`src/sv/zigzag_scan_reorder_top_defines.svh`:
```
// ---------------------------------------------------------------------------
// Zigzag scan reorder - assertion macros
// Shared concurrent assertion forms, clocked on clk, disabled during reset.
// ---------------------------------------------------------------------------
`ifndef ZIGZAG_SCAN_REORDER_TOP_DEFINES_SVH
`define ZIGZAG_SCAN_REORDER_TOP_DEFINES_SVH

// same-cycle implication
`define ZSR_ASSERT_NOW(lbl, ante, cons, msg) \
	lbl: assert property (@(posedge clk) disable iff (!arst_n) (ante) |-> (cons)) \
		else $error(msg);

// next-cycle implication
`define ZSR_ASSERT_NEXT(lbl, ante, cons, msg) \
	lbl: assert property (@(posedge clk) disable iff (!arst_n) (ante) |=> (cons)) \
		else $error(msg);

`endif

```
`src/sv/zsr_pkg.sv`:
```
// ---------------------------------------------------------------------------
// Zigzag scan reorder - package
// Shared constants, request codes and the control struct.
// ---------------------------------------------------------------------------
package zsr_pkg;

	localparam int DEF_MAX_SIDE  = 64;
	localparam int DEF_DATA_BITS = 16;

	localparam int              SIZE_W     = 7;
	localparam logic [SIZE_W-1:0] SIZE_RESET = 7'd8;

	localparam logic REQ_WRITE = 1'b0;
	localparam logic REQ_READ  = 1'b1;

	typedef struct packed {
		logic wr_en;
		logic rd_en;
	} zsr_ctl_t;

endpackage

```
`src/sv/zsr_walk.sv`:
```
// ---------------------------------------------------------------------------
// Zigzag scan reorder - position walker
// Holds the row-major load position and the zigzag scan position; an accepted
// write advances the load position and an accepted read the scan position.
// ---------------------------------------------------------------------------
module zsr_walk import zsr_pkg::*; #(
	parameter int MAX_SIDE = DEF_MAX_SIDE,
	parameter int IDX_W    = $clog2(MAX_SIDE)
) (
	input  logic              clk,
	input  logic              arst_n,
	input  logic              cfg_we,
	input  logic [SIZE_W-1:0] cfg_wdata,
	input  logic              step,
	input  logic              req_type,
	output zsr_ctl_t          ctl,
	output logic [IDX_W-1:0]  ld_row,
	output logic [IDX_W-1:0]  ld_col,
	output logic [IDX_W-1:0]  sc_row,
	output logic [IDX_W-1:0]  sc_col,
	output logic              sc_last
);

	localparam int SIDE_W = $clog2(MAX_SIDE + 1);
	localparam int CMP_W  = (SIZE_W > SIDE_W) ? SIZE_W : SIDE_W;

	typedef enum logic [1:0] {
		DIR_UP_RIGHT,
		DIR_RIGHT,
		DIR_DOWN_LEFT
	} dir_t;

	logic [SIZE_W-1:0] size_q;
	logic [IDX_W-1:0]  ld_row_q, ld_col_q, sc_row_q, sc_col_q;
	dir_t              dir_q;

	logic [CMP_W-1:0]  size_ext;
	logic [SIDE_W-1:0] side_n, side_m1;
	logic              ld_col_end, ld_row_end;
	logic              sc_col_end, sc_row_end, sc_row_top, sc_col_left;
	logic [IDX_W-1:0]  sc_row_nx, sc_col_nx;
	dir_t              dir_nx;

	// effective side: zero acts as one, clamp to MAX_SIDE
	assign size_ext = CMP_W'(size_q);
	always_comb begin
		if (size_q == '0) begin
			side_n = SIDE_W'(1);
		end else if (size_ext > CMP_W'(MAX_SIDE)) begin
			side_n = SIDE_W'(MAX_SIDE);
		end else begin
			side_n = SIDE_W'(size_ext);
		end
	end
	assign side_m1 = side_n - SIDE_W'(1);

	assign ld_col_end  = (SIDE_W'(ld_col_q) == side_m1);
	assign ld_row_end  = (SIDE_W'(ld_row_q) == side_m1);
	assign sc_col_end  = (SIDE_W'(sc_col_q) == side_m1);
	assign sc_row_end  = (SIDE_W'(sc_row_q) == side_m1);
	assign sc_row_top  = (sc_row_q == '0);
	assign sc_col_left = (sc_col_q == '0);

	always_comb begin
		sc_row_nx = sc_row_q;
		sc_col_nx = sc_col_q;
		dir_nx    = dir_q;
		if (sc_row_end && sc_col_end) begin
			sc_row_nx = '0;
			sc_col_nx = '0;
			dir_nx    = DIR_RIGHT;
		end else begin
			case (dir_q)
				DIR_UP_RIGHT: begin
					if (sc_col_end) begin
						sc_row_nx = sc_row_q + IDX_W'(1);
						dir_nx    = DIR_DOWN_LEFT;
					end else if (sc_row_top) begin
						sc_col_nx = sc_col_q + IDX_W'(1);
						dir_nx    = DIR_DOWN_LEFT;
					end else begin
						sc_row_nx = sc_row_q - IDX_W'(1);
						sc_col_nx = sc_col_q + IDX_W'(1);
					end
				end
				DIR_DOWN_LEFT: begin
					if (sc_row_end) begin
						sc_col_nx = sc_col_q + IDX_W'(1);
						dir_nx    = DIR_UP_RIGHT;
					end else if (sc_col_left) begin
						sc_row_nx = sc_row_q + IDX_W'(1);
						dir_nx    = DIR_UP_RIGHT;
					end else begin
						sc_row_nx = sc_row_q + IDX_W'(1);
						sc_col_nx = sc_col_q - IDX_W'(1);
					end
				end
				default: begin
					if (sc_col_end) begin
						sc_row_nx = sc_row_q + IDX_W'(1);
						dir_nx    = DIR_DOWN_LEFT;
					end else begin
						sc_col_nx = sc_col_q + IDX_W'(1);
						dir_nx    = sc_row_top ? DIR_DOWN_LEFT : DIR_UP_RIGHT;
					end
				end
			endcase
		end
	end

	always_ff @(posedge clk or negedge arst_n) begin
		if (!arst_n) begin
			size_q   <= SIZE_RESET;
			ld_row_q <= '0;
			ld_col_q <= '0;
			sc_row_q <= '0;
			sc_col_q <= '0;
			dir_q    <= DIR_RIGHT;
		end else if (cfg_we) begin
			// new size restarts both load and scan
			size_q   <= cfg_wdata;
			ld_row_q <= '0;
			ld_col_q <= '0;
			sc_row_q <= '0;
			sc_col_q <= '0;
			dir_q    <= DIR_RIGHT;
		end else if (step) begin
			if (req_type == REQ_WRITE) begin
				if (ld_col_end) begin
					ld_col_q <= '0;
					ld_row_q <= ld_row_end ? '0 : ld_row_q + IDX_W'(1);
				end else begin
					ld_col_q <= ld_col_q + IDX_W'(1);
				end
			end else begin
				sc_row_q <= sc_row_nx;
				sc_col_q <= sc_col_nx;
				dir_q    <= dir_nx;
			end
		end
	end

	assign ctl.wr_en = step && (req_type == REQ_WRITE);
	assign ctl.rd_en = step && (req_type == REQ_READ);
	assign ld_row    = ld_row_q;
	assign ld_col    = ld_col_q;
	assign sc_row    = sc_row_q;
	assign sc_col    = sc_col_q;
	assign sc_last   = sc_row_end && sc_col_end;

endmodule

```
`config.mk`:
```
export PLATFORM = sky130hd
export DESIGN_NAME = zsr_walk
export DESIGN_NICKNAME = d
export VERILOG_FILES = /design/src/sv/zigzag_scan_reorder_top_defines.svh /design/src/sv/zsr_pkg.sv /design/src/sv/zsr_walk.sv
export SDC_FILE = /design/constraint.sdc
export NUM_CORES = 1
export LEC_CHECK = 0
export BUFFER_PORTS_ARGS = -buffer_cell sky130_fd_sc_hd__buf_2
export CAP_MARGIN = 20
export CORE_MARGIN = 4
export CORE_UTILIZATION = 58
export DETAILED_ROUTE_END_ITERATION = 12
export GPL_ROUTABILITY_DRIVEN = 1
export PLACE_DENSITY = 0.81
export SYNTH_ARGS = -nofsm -noshare
export SYNTH_HDL_FRONTEND = slang
export SYNTH_SLANG_ARGS = --single-unit
export TNS_END_PERCENT = 20
```
`constraint.sdc`:
```
create_clock -name clk -period 4.71 [get_ports clk]
set_clock_uncertainty 0.2 [all_clocks]
set_input_delay 0.471 -clock clk [delete_from_list [all_inputs] [get_ports clk]]
set_output_delay 0.471 -clock clk [all_outputs]
set_load 0.05 [all_outputs]
```
==> results.toml <==
[timing]
timing.slew.headroom = 0.493
setup_viol_count_final = 0
maxSlewViolCount = 0
min_cycle_time_layout_ns = 4.21
setup_total_negative_slack_ns = 0
fmaxAchievable_ghz = 0.238
final_hold_viol_count = 0
layout_worst_path_cycle_share = 0.894
grt_setup_unrepaired = "no"
slew_at_the_pin_with_the_worst_max_slew_slack_ns = 0.761

[clock_network]
clk_path_buf_depth = 2
cts_sinks = 33
htree_levels = 2
number_of_clock_buffers_inserted_by_tritoncts = 5
post_cts.resized_instances = 0
cts.reportedPaths.clkPinSlew_ns = 0.07
cts_hold_fix_bufs = 0
cts_setup_buffers = 0
worst_skew_pair.late_latency_ns = 0.29
tritoncts = "built"
ctsRootBufferMaster = "clkbuf_8"

[worst_setup_path]
critPathBufInv = 3
critPathTopFamily = "compound AO/OA/AOI/OAI gates"
critPathMostFrequentCell = "nand2_1"
worst_endpoint_required_time_ns = 4.04
setup.worst_path.end_class = "output pin"
critPathSlowestCell = "dfrtp_1"
crit_chain = "inv_2 -> a22oi_1 -> ha_1 -> xor3_1 -> a2111oi_2 -> nand2_1 -> nor2_1 -> nand2_1 -> inv_1 -> buf_2"
worstSetupStartpointType = "flip-flop"
arrival_ns = 3.54
critPathKind = "reg2out"
crit_fanout = 12
critical-path-max-stage-delay_ns = 0.59

[min_path]
hold_class = "in2async"

[finish]
n_antenna_cell = 0
post_route_cells_drive_above_1_share = 0.231
area_growth_syn_to_layout_pct = 9.88
layout.cells.most_common = "buf_2"
mostFrequentLayoutCells = "buf_2, dfrtp_1, nand2_1"
stdcell_area_mm2 = 0.00302
number_of_nets_in_the_layout = 362
n_fill_cell = 369

[detailed_routing]
route.final.wire_length_um = 6760
drc_errors = 0
drt-pass1-iter-count = 4
ant_nets = 0
route.detailed.wl_per_inst_um = 17.2
vias_per_inst = 6.27
dr_total_vias = 2472
number_of_drc_violations_after_detailed_routing_iteration_0 = 127

[synthesis]
synthXorXnorAreaFrac = 0.0719
synth_area_mm2 = 0.00275
yosys_register_bits = 33
synth_mux_area_frac = 0.0624
share_of_flip_flops_with_an_asynchronous_set_or_reset = 1.00
synth.lib_cells_used.distinct = 71
sequential_to_total_area_share_from_yosys_stat = 0.301
count_of_warnings_emitted_by_yosys = 0
synth_edf_count = 0
yosys.area_share.adder = 0.0410
cell_count_after_synthesis = 310
main_synth_ff_type = "dfrtp_1"
postSynthAreaPerCell_um2 = 8.87
dominant_combinational_cell_family_by_area_after_synthesis = "compound AO/OA/AOI/OAI gates"
synth-compound-area-share = 0.244
synth-simple-area-share = 0.230
postSynthNetCount = 331

[die]
std_cell_rows = 24
design.core.area_mm2 = 0.00447
fp.dieH_um = 76.8
die-area_mm2 = 0.00591
die_w_um = 76.8
initial_core_utilization = 0.614
top_level_ports = 39

[global_route]
antenna_found_initial = 0
maximum_number_of_pins_on_one_net_before_global_route_repair = 34
global_route.usage.total = 0.236
number_of_global_route_vias_before_repair = 2413
grt_first_pass_wirelength_um = 11400
grt_remaining_overflow = 0

[placement]
dp.final_hpwl_um = 5020
instance_area_at_placement_mm2 = 0.00293
place_congestion = 0.896
io_buffer_count = 38

[run_status]
run_status = "finished clean"

[pwr]
p_per_cell_area_mw_per_mm2 = 399
cellLeakagePower_nw = 1.35
ir_drop_uv = 181

[flow_run]
maxCapViolCount = 0
-- flip-flops by register name, summed over array words and instances, names as in the netlist --
register / flops
size_ext: 7
ld_col: 6
ld_row: 6
sc_col: 6
sc_row: 6
dir_q: 2
-- layout make-up --
cell class	count	area, µm²	area share
clock buffers	8	90.1	0.0298
inverters	17	63.8	0.0211
well taps	52	65.1	0.0215
repair buffers	38	190	0.0630
flip-flops and latches	33	828	0.274
multi-input cells	246	1780	0.590
-- worst reg2reg max path, cell delays in order, from the launching register on --
cell and delay (ns):
dfrtp_1 0.49, nor4_2 0.38, a22oi_1 0.20, ha_1 0.38, nor3b_1 0.20, o2bb2ai_1 0.23
a2111oi_2 0.32, nand4_2 0.32, o21ai_4 0.31, mux2_2 0.37, or4_1 0.40, o21ai_1 0.08
-- final timing paths --
path | startpoint | to | slack, ns | depth (start not counted)
min in group clk | cfg_wdata[5] | size_ext[5]$_DFFE_PN0P_ | 0.19 | 3
max reg2reg | size_ext[2]$_DFFE_PN0P_ | sc_row[4]$_DFFE_PN0P_ | 0.79 | 11
min | arst_n | ld_row[2]$_DFFE_PN0P_ | 0.05 | 1
max in group asynchronous | arst_n | size_ext[2]$_DFFE_PN0P_ | 3.78 | 1
min reg2reg | ld_row[5]$_DFFE_PN0P_ | ld_row[5]$_DFFE_PN0P_ | 0.37 | 1
max | size_ext[6]$_DFFE_PN0P_ | sc_last | 0.50 | 10
-- cells by family after synthesis --
group           Yosys count
mux                      16
compound gates           86
flops                    33
fa+ha+maj                 9
xor+xnor                 20
simple gates            115
buf+inv                  31
-- metal layers --
layer	share of wire	global-route usage	vias up	routed length, µm
li1	-	-	1210	-
met1	0.43	0.290	1173	2920
met3	0.057	0.0351	10	383
met4	0.015	0.0942	0	99
met2	0.50	0.412	79	3360
met5	0	0	-	0
-- power breakdown --
| part | internal, mW | switching [mW] | total, mW |
|---|---|---|---|
| sequential | 0.322 | 0.0884 | 0.410 |
| clock | 0.119 | 0.106 | 0.225 |
| combinational | 0.223 | 0.346 | 0.569 |
-- synth_stat cells, drive strengths merged (2+ instances only) --
| cell type | instances | area [µm²] |
|---|---|---|
| a2111oi | 4 | 53.8 |
| a211oi | 3 | 32.5 |
| a21o | 8 | 67.6 |
| a21oi | 17 | 96.4 |
| a22o | 6 | 52.6 |
| a22oi | 2 | 15.0 |
| a2bb2oi | 2 | 17.5 |
| a31oi | 2 | 12.5 |
| and2 | 3 | 20.0 |
| and3 | 4 | 30.0 |
| buf | 6 | 43.8 |
| clkbuf | 8 | 30.0 |
| dfrtp | 31 | 776 |
| dfstp | 2 | 52.6 |
| ha | 9 | 113 |
| inv | 17 | 63.8 |
| mux2 | 9 | 101 |
| mux2i | 7 | 70.1 |
| nand2 | 24 | 90.1 |
| nand2b | 2 | 12.5 |
| nand3 | 14 | 70.1 |
| nand4 | 4 | 31.3 |
| nand4b | 3 | 26.3 |
| nor2 | 18 | 67.6 |
| nor2b | 4 | 25.0 |
| nor3 | 15 | 75.1 |
| nor3b | 4 | 30.0 |
| nor4 | 4 | 37.5 |
| o21ai | 22 | 125 |
| o22ai | 3 | 18.8 |
| o31a | 3 | 26.3 |
| o31ai | 2 | 15.0 |
| o41ai | 2 | 36.3 |
| or2 | 5 | 33.8 |
| or3 | 5 | 31.3 |
| or4 | 2 | 15.0 |
| xnor2 | 12 | 113 |
| xor2 | 7 | 61.3 |
-- per-stage QoR --
step	power, mW	setup WS, ns	util	std cells	hold slack (ns)
after floorplan	0.857	1.12	-	310	-0.0246
after global placement	0.966	0.884	0.655	386	0.360
after detailed placement	0.978	0.812	0.655	386	0.357
after CTS	1.21	0.506	0.675	394	0.0729
after global routing	1.28	0.0915	0.675	394	0.113
final	1.20	0.500	0.675	394	0.0533
No activity file was read; power rests on OpenSTA's default activity.
